==> config.mk <==
export PLATFORM = sky130hd
export DESIGN_NAME = x86_subset_length_scanner_unit
export DESIGN_NICKNAME = d
export VERILOG_FILES = /design/src/design/x86ls_pkg.sv /design/src/design/x86ls_classify.sv /design/src/design/x86ls_core.sv /design/src/design/x86_subset_length_scanner_unit.sv
export SDC_FILE = /design/constraint.sdc
export NUM_CORES = 1
export LEC_CHECK = 0
export ABC_AREA = 1
export BUFFER_PORTS_ARGS = -buffer_cell sky130_fd_sc_hd__clkbuf_2
export CAP_MARGIN = 0
export CORE_ASPECT_RATIO = 0.8
export CORE_MARGIN = 5
export CORE_UTILIZATION = 50
export DETAILED_ROUTE_END_ITERATION = 7
export PLACE_DENSITY = 0.69
export SYNTH_ARGS = -nofsm -noshare
export SYNTH_HDL_FRONTEND = slang
export SYNTH_SLANG_ARGS = --single-unit
export TNS_END_PERCENT = 5
==> constraint.sdc <==
create_clock -name clk -period 4.7 [get_ports clk]
set_input_delay 1.175 -clock clk [delete_from_list [all_inputs] [get_ports clk]]
set_output_delay 1.175 -clock clk [all_outputs]
set_load 0.005 [all_outputs]
==> src/design/x86ls_pkg.sv <==
// Shared types and constants for the x86 subset length scanner.
package x86ls_pkg;

  typedef struct packed {
    logic [7:0] code_byte;
    logic       last_byte;
  } req_t;

  typedef struct packed {
    logic [2:0]  status;
    logic        reads_memory_operand;
    logic [15:0] function_length;
  } rsp_t;

  typedef enum logic [1:0] {
    PH_OPCODE,
    PH_AFTER_PREFIX,
    PH_MODRM,
    PH_SKIP
  } phase_t;

  typedef enum logic [2:0] {
    OC_BAD,
    OC_RET,
    OC_ONE,
    OC_SKIP,
    OC_MOVRM
  } op_class_t;

  typedef struct packed {
    op_class_t  cls;
    logic [2:0] skip;
  } class_t;

  localparam logic [2:0] ST_INSIDE = 3'd0;
  localparam logic [2:0] ST_DONE   = 3'd1;
  localparam logic [2:0] ST_RET    = 3'd2;
  localparam logic [2:0] ST_BAD    = 3'd3;
  localparam logic [2:0] ST_NORET  = 3'd4;

  localparam logic [7:0] OP_PREFIX   = 8'h66;
  localparam logic [7:0] MASK_ROW    = 8'hf0;
  localparam logic [7:0] MASK_REG    = 8'hf8;
  localparam logic [7:0] OP_INCDEC   = 8'h40;
  localparam logic [7:0] OP_MOV_IMM8 = 8'hb0;
  localparam logic [7:0] OP_MOV_IMMW = 8'hb8;
  localparam logic [7:0] OP_ADD      = 8'h03;
  localparam logic [7:0] OP_XCHG     = 8'h86;
  localparam logic [7:0] OP_ALU_IMM8 = 8'h83;
  localparam logic [7:0] OP_IMUL_W   = 8'h69;
  localparam logic [7:0] OP_IMUL_B   = 8'h6b;
  localparam logic [7:0] OP_MOV_RM8  = 8'h8a;
  localparam logic [7:0] OP_MOV_RMW  = 8'h8b;
  localparam logic [7:0] OP_STOS8    = 8'haa;
  localparam logic [7:0] OP_STOSW    = 8'hab;
  localparam logic [7:0] OP_RET      = 8'hc3;

  localparam logic [1:0]  MOD_DISP8  = 2'd1;
  localparam logic [1:0]  MOD_REG    = 2'd3;
  localparam logic [15:0] LEN_MAX    = 16'hffff;

endpackage

==> src/design/x86ls_classify.sv <==
// Opcode classifier: instruction class and count of trailing operand bytes.
module x86ls_classify
  import x86ls_pkg::*;
(
  input  logic [7:0] op,
  input  logic       short_operand,
  output class_t     cls
);

  logic [2:0] wide;

  assign wide = short_operand ? 3'd2 : 3'd4;

  always_comb begin
    cls.cls  = OC_BAD;
    cls.skip = 3'd0;
    priority if ((op & MASK_ROW) == OP_INCDEC) begin
      cls.cls = OC_ONE;
    end else if ((op & MASK_REG) == OP_MOV_IMM8) begin
      cls.cls  = OC_SKIP;
      cls.skip = 3'd1;
    end else if ((op & MASK_REG) == OP_MOV_IMMW) begin
      cls.cls  = OC_SKIP;
      cls.skip = wide;
    end else if (op == OP_ADD || op == OP_XCHG) begin
      cls.cls  = OC_SKIP;
      cls.skip = 3'd1;
    end else if (op == OP_ALU_IMM8 || op == OP_IMUL_B) begin
      cls.cls  = OC_SKIP;
      cls.skip = 3'd2;
    end else if (op == OP_IMUL_W) begin
      cls.cls  = OC_SKIP;
      cls.skip = wide + 3'd1;
    end else if (op == OP_MOV_RM8 || op == OP_MOV_RMW) begin
      cls.cls = OC_MOVRM;
    end else if (op == OP_STOS8 || op == OP_STOSW) begin
      cls.cls = OC_ONE;
    end else if (op == OP_RET) begin
      cls.cls = OC_RET;
    end
  end

endmodule

==> src/design/x86ls_core.sv <==
// Scan state registers and per-byte next-state and result logic.
module x86ls_core
  import x86ls_pkg::*;
(
  input  logic clk,
  input  logic rst,
  input  logic step,
  input  req_t req,
  output rsp_t rsp
);

  phase_t      scan_phase, scan_phase_next;
  logic [2:0]  bytes_to_skip, bytes_to_skip_next;
  logic        short_operand, short_operand_next;
  logic        memory_read_seen, memory_read_seen_next;
  logic [15:0] byte_count, byte_count_next;
  logic [2:0]  status;
  logic [2:0]  skip_left;
  logic [1:0]  mod_bits;
  logic        restart;
  class_t      op_cls;

  x86ls_classify u_classify (
    .op            (req.code_byte),
    .short_operand (short_operand),
    .cls           (op_cls)
  );

  assign mod_bits  = req.code_byte[7:6];
  assign skip_left = (bytes_to_skip != 3'd0) ? bytes_to_skip - 3'd1 : 3'd0;

  always_comb begin
    scan_phase_next       = scan_phase;
    bytes_to_skip_next    = bytes_to_skip;
    short_operand_next    = short_operand;
    memory_read_seen_next = memory_read_seen;
    byte_count_next       = (byte_count != LEN_MAX) ? byte_count + 16'd1 : byte_count;
    status                = ST_INSIDE;

    unique case (scan_phase)
      PH_OPCODE, PH_AFTER_PREFIX: begin
        if (scan_phase == PH_OPCODE && req.code_byte == OP_PREFIX) begin
          short_operand_next = 1'b1;
          scan_phase_next    = PH_AFTER_PREFIX;
        end else begin
          unique case (op_cls.cls)
            OC_BAD: status = ST_BAD;
            OC_RET: status = ST_RET;
            OC_ONE: begin
              status             = ST_DONE;
              scan_phase_next    = PH_OPCODE;
              short_operand_next = 1'b0;
            end
            OC_MOVRM: scan_phase_next = PH_MODRM;
            OC_SKIP: begin
              bytes_to_skip_next = op_cls.skip;
              scan_phase_next    = PH_SKIP;
            end
            default: status = ST_BAD;
          endcase
        end
      end
      PH_MODRM: begin
        if (mod_bits != MOD_REG) memory_read_seen_next = 1'b1;
        if (mod_bits == MOD_DISP8) begin
          bytes_to_skip_next = 3'd1;
          scan_phase_next    = PH_SKIP;
        end else begin
          status             = ST_DONE;
          scan_phase_next    = PH_OPCODE;
          short_operand_next = 1'b0;
        end
      end
      PH_SKIP: begin
        bytes_to_skip_next = skip_left;
        if (skip_left == 3'd0) begin
          status             = ST_DONE;
          scan_phase_next    = PH_OPCODE;
          short_operand_next = 1'b0;
        end
      end
      default: scan_phase_next = PH_OPCODE;
    endcase

    if (req.last_byte && status != ST_RET && status != ST_BAD) status = ST_NORET;
  end

  assign restart = (status == ST_RET) || (status == ST_BAD) || (status == ST_NORET);

  assign rsp.status               = status;
  assign rsp.reads_memory_operand = memory_read_seen_next;
  assign rsp.function_length      = byte_count_next;

  always_ff @(posedge clk) begin
    if (rst) begin
      scan_phase       <= PH_OPCODE;
      bytes_to_skip    <= 3'd0;
      short_operand    <= 1'b0;
      memory_read_seen <= 1'b0;
      byte_count       <= 16'd0;
    end else if (step) begin
      if (restart) begin
        scan_phase       <= PH_OPCODE;
        bytes_to_skip    <= 3'd0;
        short_operand    <= 1'b0;
        memory_read_seen <= 1'b0;
        byte_count       <= 16'd0;
      end else begin
        scan_phase       <= scan_phase_next;
        bytes_to_skip    <= bytes_to_skip_next;
        short_operand    <= short_operand_next;
        memory_read_seen <= memory_read_seen_next;
        byte_count       <= byte_count_next;
      end
    end
  end

endmodule

==> src/design/x86_subset_length_scanner_unit.sv <==
// Top level of the x86 subset length scanner: request register, scan core, result register.
//
// Usage:
//   Requests carry one code byte and a last-byte flag on req_valid/req_ready/req.
//   Each request produces exactly one result on rsp_valid/rsp_ready/rsp with the
//   status of that byte, the sticky memory-operand flag and the running function
//   length (saturating at 65535).
//   Path: an accepted request waits in the request register, and its result is
//   then held in the result register.
//   Throughput: one byte per cycle while rsp_ready stays high; the scan state is
//   updated as each byte moves from the request register into the result
//   register, so consecutive bytes follow back to back.
//   Stall: while rsp_ready is low the result holds; one more request can still
//   be taken into the request register, then req_ready drops.
//   Reset (rst, synchronous): both registers empty, scan state back to the start
//   of a function. A ret, an unhandled opcode or the last byte also restarts it.
module x86_subset_length_scanner_unit
  import x86ls_pkg::*;
(
  input  logic clk,
  input  logic rst,
  input  logic req_valid,
  output logic req_ready,
  input  req_t req,
  output logic rsp_valid,
  input  logic rsp_ready,
  output rsp_t rsp
);

  req_t req_q;
  logic req_q_valid;
  logic advance;
  rsp_t core_rsp;

  assign advance   = req_q_valid && (!rsp_valid || rsp_ready);
  assign req_ready = !req_q_valid || advance;

  x86ls_core u_core (
    .clk  (clk),
    .rst  (rst),
    .step (advance),
    .req  (req_q),
    .rsp  (core_rsp)
  );

  always_ff @(posedge clk) begin
    if (rst) begin
      req_q_valid <= 1'b0;
    end else if (req_ready) begin
      req_q_valid <= req_valid;
    end
  end

  always_ff @(posedge clk) begin
    if (req_valid && req_ready) req_q <= req;
  end

  always_ff @(posedge clk) begin
    if (rst) begin
      rsp_valid <= 1'b0;
    end else if (advance) begin
      rsp_valid <= 1'b1;
    end else if (rsp_ready) begin
      rsp_valid <= 1'b0;
    end
  end

  always_ff @(posedge clk) begin
    if (advance) rsp <= core_rsp;
  end

endmodule

# == After elaboration in Yosys (flattened, before gate mapping) ==
# Index checks and enable logic that the tools add are counted.
# classes
n_eq_ne,36
n_reduce_logical,24
mux,43
add_sub_neg,3
# op_table
op,n
$eq 8x8->1 const B,7
$mux 3,14
$mux 16,2
$eq 8x7->1 const B,3
$mux 6,4
$pmux 2 s3,3
$pmux 3 s3,2
$add 16x1->16 const B,1
$ne 16x16->1 const B,1
$ne 3x2->1 const B,5
$mux 1,13
$eq 3x2->1 const B,4
$eq 5x5->1 const B,2
$eq 8x2->1 const B,1
$logic_or 1x1->1,8
$mux 2,4
$reduce_and 4->1,2
$eq 3x3->1 const B,2
$ne 3x1->1 const B,2
$ne 6x4->1 const B,1
$logic_and 1x1->1,5
$eq 2x1->1 const B,2
$eq 2x2->1 const B,2
$eq 4x3->1 const B,1
13 further kinds,15
# word_totals
output_inout_bits,22
wordCells,118
in_bits,13
reg_bits,54

# == Longest topological paths before layout ==
# logic_depth
depth_word,24
mapped_depth,14

# == Cells and area by module ==
# Synthesis repeated with hierarchy kept, for this count alone.
# hier_totals
cells_unflattened,371
hier_area_um2,2939.1
# modules_own_cells
module,seq_area_each_um2,n_inst,area_each_um2,cells_each
x86ls_core,460.4,1,1717.9,270
x86_subset_length_scanner_unit,910.9,1,962.2,41
x86ls_classify,0.0,1,259.0,60

# == Worst setup path before layout ==
# Ideal clock, no wire load.
# synth_path
path_kind,input port to flip-flop
start,in rsp_ready
end,"reg rsp[0] (netlist bit), enable pin"
path_stages,5
t_arrival_ns,2.350
setup_time_ns,0.391
setup_slack_ns,1.959
path_cell_list,inv_1 -> nand2_1 -> nand2_1 -> inv_1 -> clkbuf_1
# synth_between
elab_chain_len,2
# synth_lines
element,line,source
start: declaration,x86_subset_length_scanner_unit.sv:26,"input logic rsp_ready,"
$logic_or 1x1->1,x86_subset_length_scanner_unit.sv:35,assign advance = req_q_valid && (!rsp_valid || rsp_ready);
$logic_and 1x1->1,x86_subset_length_scanner_unit.sv:35,
net advance,x86_subset_length_scanner_unit.sv:32,logic advance;
end signal: assignment,x86_subset_length_scanner_unit.sv:69,if (advance) rsp <= core_rsp;
end: declaration,x86_subset_length_scanner_unit.sv:27,output rsp_t rsp
# The timed path passes the listed nets, and every way through them passes these cells.
# A chain may end at the register's enable or synchronous reset.

# == Final worst setup path ==
# layout_path
start,in rsp_ready
end,out req_ready
# layout_between
elab_chain_len,3
# layout_lines
element,line,source
$logic_or 1x1->1,x86_subset_length_scanner_unit.sv:35,
$logic_and 1x1->1,x86_subset_length_scanner_unit.sv:35,
$logic_or 1x1->1,x86_subset_length_scanner_unit.sv:36,assign req_ready = !req_q_valid || advance;
end: declaration,x86_subset_length_scanner_unit.sv:23,"output logic req_ready,"
# No other way between the ends.

==> run summary <==
outcome: complete, no violations
Setup Skew: 9.287 ps
clk_lat worst skew: 300 ps
XOR/XNOR Fraction of Synth Area: 3.846%
die height: 76.12 um
DR iter-0 viols: 131
Max clock buf depth: 2
synth warn: 0
f_max: 367.4 MHz
mux cell area share after synthesis: 0%
worst vdd ir: 0.0001618 V
largest net degree at the start of global routing: 27
Starting Density: 50.84%
first-pass GRT wire length: 9.535 mm
sequential fraction of the synthesis area: 50.18%
min cycle time layout: 2722 ps
endpoint type of the worst setup path: output pin
syn avg cell area: 8.281 um2
worst path required time: 3520 ps
CP max FO: 3
combinational cell fraction of total power: 9.6%
Buffers on Ports: 34
setup_tns: 0 ps
row cnt: 24
P_leak: 1.300 nW
Clock Power Share: 32.5%
Seq cells post-synth: 54
Via Count: 2196
layout cells sized above 1: 18.58%
vias in the first global route: 1976
H-tree depth: 2
simple-gate area share of the yosys netlist: 31.46%
post-CTS resize count: 0
Clock transition at path regs: 80 ps
clk root buf: clkbuf_8
Mapped Cells: 330
DR WL/cell: 12.67 um
drt drc: 0
mapped cell area: 2733 um2
Die W: 92.66 um
Seq pwr share: 58.0%
fin crit share: 57.91%
Slew headroom: 62.26%
# diodes: 0
total clock sinks: 54
crit path DAT: 1550 ps
P_int: 0.7082 mW
nets: 379
most common cell after layout, fill and taps aside: nand2_1
global route overflow: 0
core area: 5375 um2
detailed placer's ending HPWL: 4.109 mm
FF/Latch Area: 1371 um2
complex-gate fraction of the synthesized area: 8.242%
die area: 7053 um2
GPL Wtd Cong: 0.9047
syn nets: 344
library cells used by synthesis: 35
Net Sw Frac: 22.96%
multi-input logic area: 1202 um2
endpoints failing hold: 0
Power Dens Cells: 300.1 nW/um2
Routed WL: 5.461 mm
IO Count: 35
pre-CTS setup slack: 1672 ps
Worst R2R Setup Slack: 2640 ps
Syn-to-layout area delta: 12.09%
layout filler cell count: 509
setup repair bufs after CTS: 0
Post-synth ARST share: 0%
Crit Path Class: primary input to output pin
startpoint types: primary input
RSZ-0062 raised after global routing: false
dpl cell area: 2957 um2
# placed instances: 423
gr usage total: 16.54%
NetSw: 0.2111 mW
CTS tree: built
Setup violations, final: 0
Num CTS Buffers: 5
main combinational cell family by area after synthesis: simple AND/OR/NAND/NOR gates
Post-synth EDFFs: 29
fin. max-slew vios: 0
Final WS setup: 1978 ps
Synth Flop Type: edfxtp_1
initial antenna violation count: 0
Slew @ Worst Pin: 564.8 ps
Layout Cells excl Fill: 431
worst hold path type: flop to flop
Pre-antenna DRT Iters: 4
remaining antenna violation count: 0
Vias per Instance: 5.095
Post-Synth Adder-Cell Area: 0.4579%
max-cap violations: 0
Post-CTS Hold Fix Bufs: 0
design area: 3063 um2
commonest non-fill, non-tap cells in the layout: nand2_1, nor2_1, clkbuf_2
## critical path, cell delays in order
cell and delay, ps:
clkbuf_2 80, inv_1 60, nand3_1 100, clkbuf_2 140
## power groups by stage
stage               combinational [mW]  sequential [mW]  clock (mW)
floorplan                       0.0621            0.540           0
global placement                0.0867            0.544           0
detailed placement              0.0875            0.544           0
CTS                             0.0879            0.533       0.309
global route                    0.0996            0.536       0.330
finish                          0.0879            0.533       0.298
## cells by family after synthesis
group / Yosys count
AOI/OAI and AO/OA: 42
xor gates and xnor gates: 12
adders and majority gates: 1
buffers and inverters: 40
DFF: 54
and+or+nand+nor: 181
## final timing paths
kind / start / end / depth (start not counted)
min reg2reg: u_core.memory_read_seen / u_core.memory_read_seen / 2
max reg2reg: rsp_valid / u_core.scan_phase[0] / 7
min: u_core.memory_read_seen / u_core.memory_read_seen / 2
max: rsp_ready / req_ready / 4
## Yosys cell counts (2+ instances only)
master,instances,area (um2)
a21oi_1,26,130.1
a31oi_1,2,12.51
clkbuf_1,4,15.01
dfxtp_1,25,500.5
edfxtp_1,29,870.8
inv_1,29,108.9
inv_2,3,11.26
nand2_1,90,337.8
nand2_2,6,37.54
nand3_1,8,40.04
nand3_2,5,50.05
nand4_1,7,43.79
nor2_1,41,153.9
nor2_2,3,18.77
nor2_4,5,56.30
nor3_1,7,35.03
nor4_1,2,12.51
o21ai_0,10,50.05
o2bb2ai_1,2,17.52
xor2_1,11,96.34
## sequential cells by signal, summed over array words and instances (netlist names)
| signal | flops |
|---|---|
| rsp | 20 |
| u_core.byte_count | 16 |
| req_q | 9 |
| u_core.bytes_to_skip | 3 |
| u_core.scan_phase | 2 |
| req_q_valid | 1 |
| rsp_valid | 1 |
| u_core.memory_read_seen | 1 |
| u_core.short_operand | 1 |
## per-layer routing
layer,track usage [%],routed length (um)
met1,26.70,2876
met4,4.392,64
met3,3.159,376
met2,22.16,2144
met5,0,0
## area by class of cell
type	count	area share, %
Sequential cell	54	44.77
Multi-Input combinational cell	236	39.26
Timing Repair Buffer	35	5.801
Inverter	33	4.044
Tap cell	65	2.655
Clock buffer	7	2.492
Clock inverter	1	0.9804
## through the flow
stage / hold WS, ps / util (%) / power (mW)
detailed placement: 464.3 / 55.00 / 0.6311
global route: 497.8 / 56.98 / 0.9657
finish: 472.9 / 56.98 / 0.9193
global placement: 459.8 / 55.00 / 0.6303
floorplan: 445.5 / - / 0.6020
CTS: 478.3 / 56.98 / 0.9292
No activity file was read; power rests on OpenSTA's default activity.
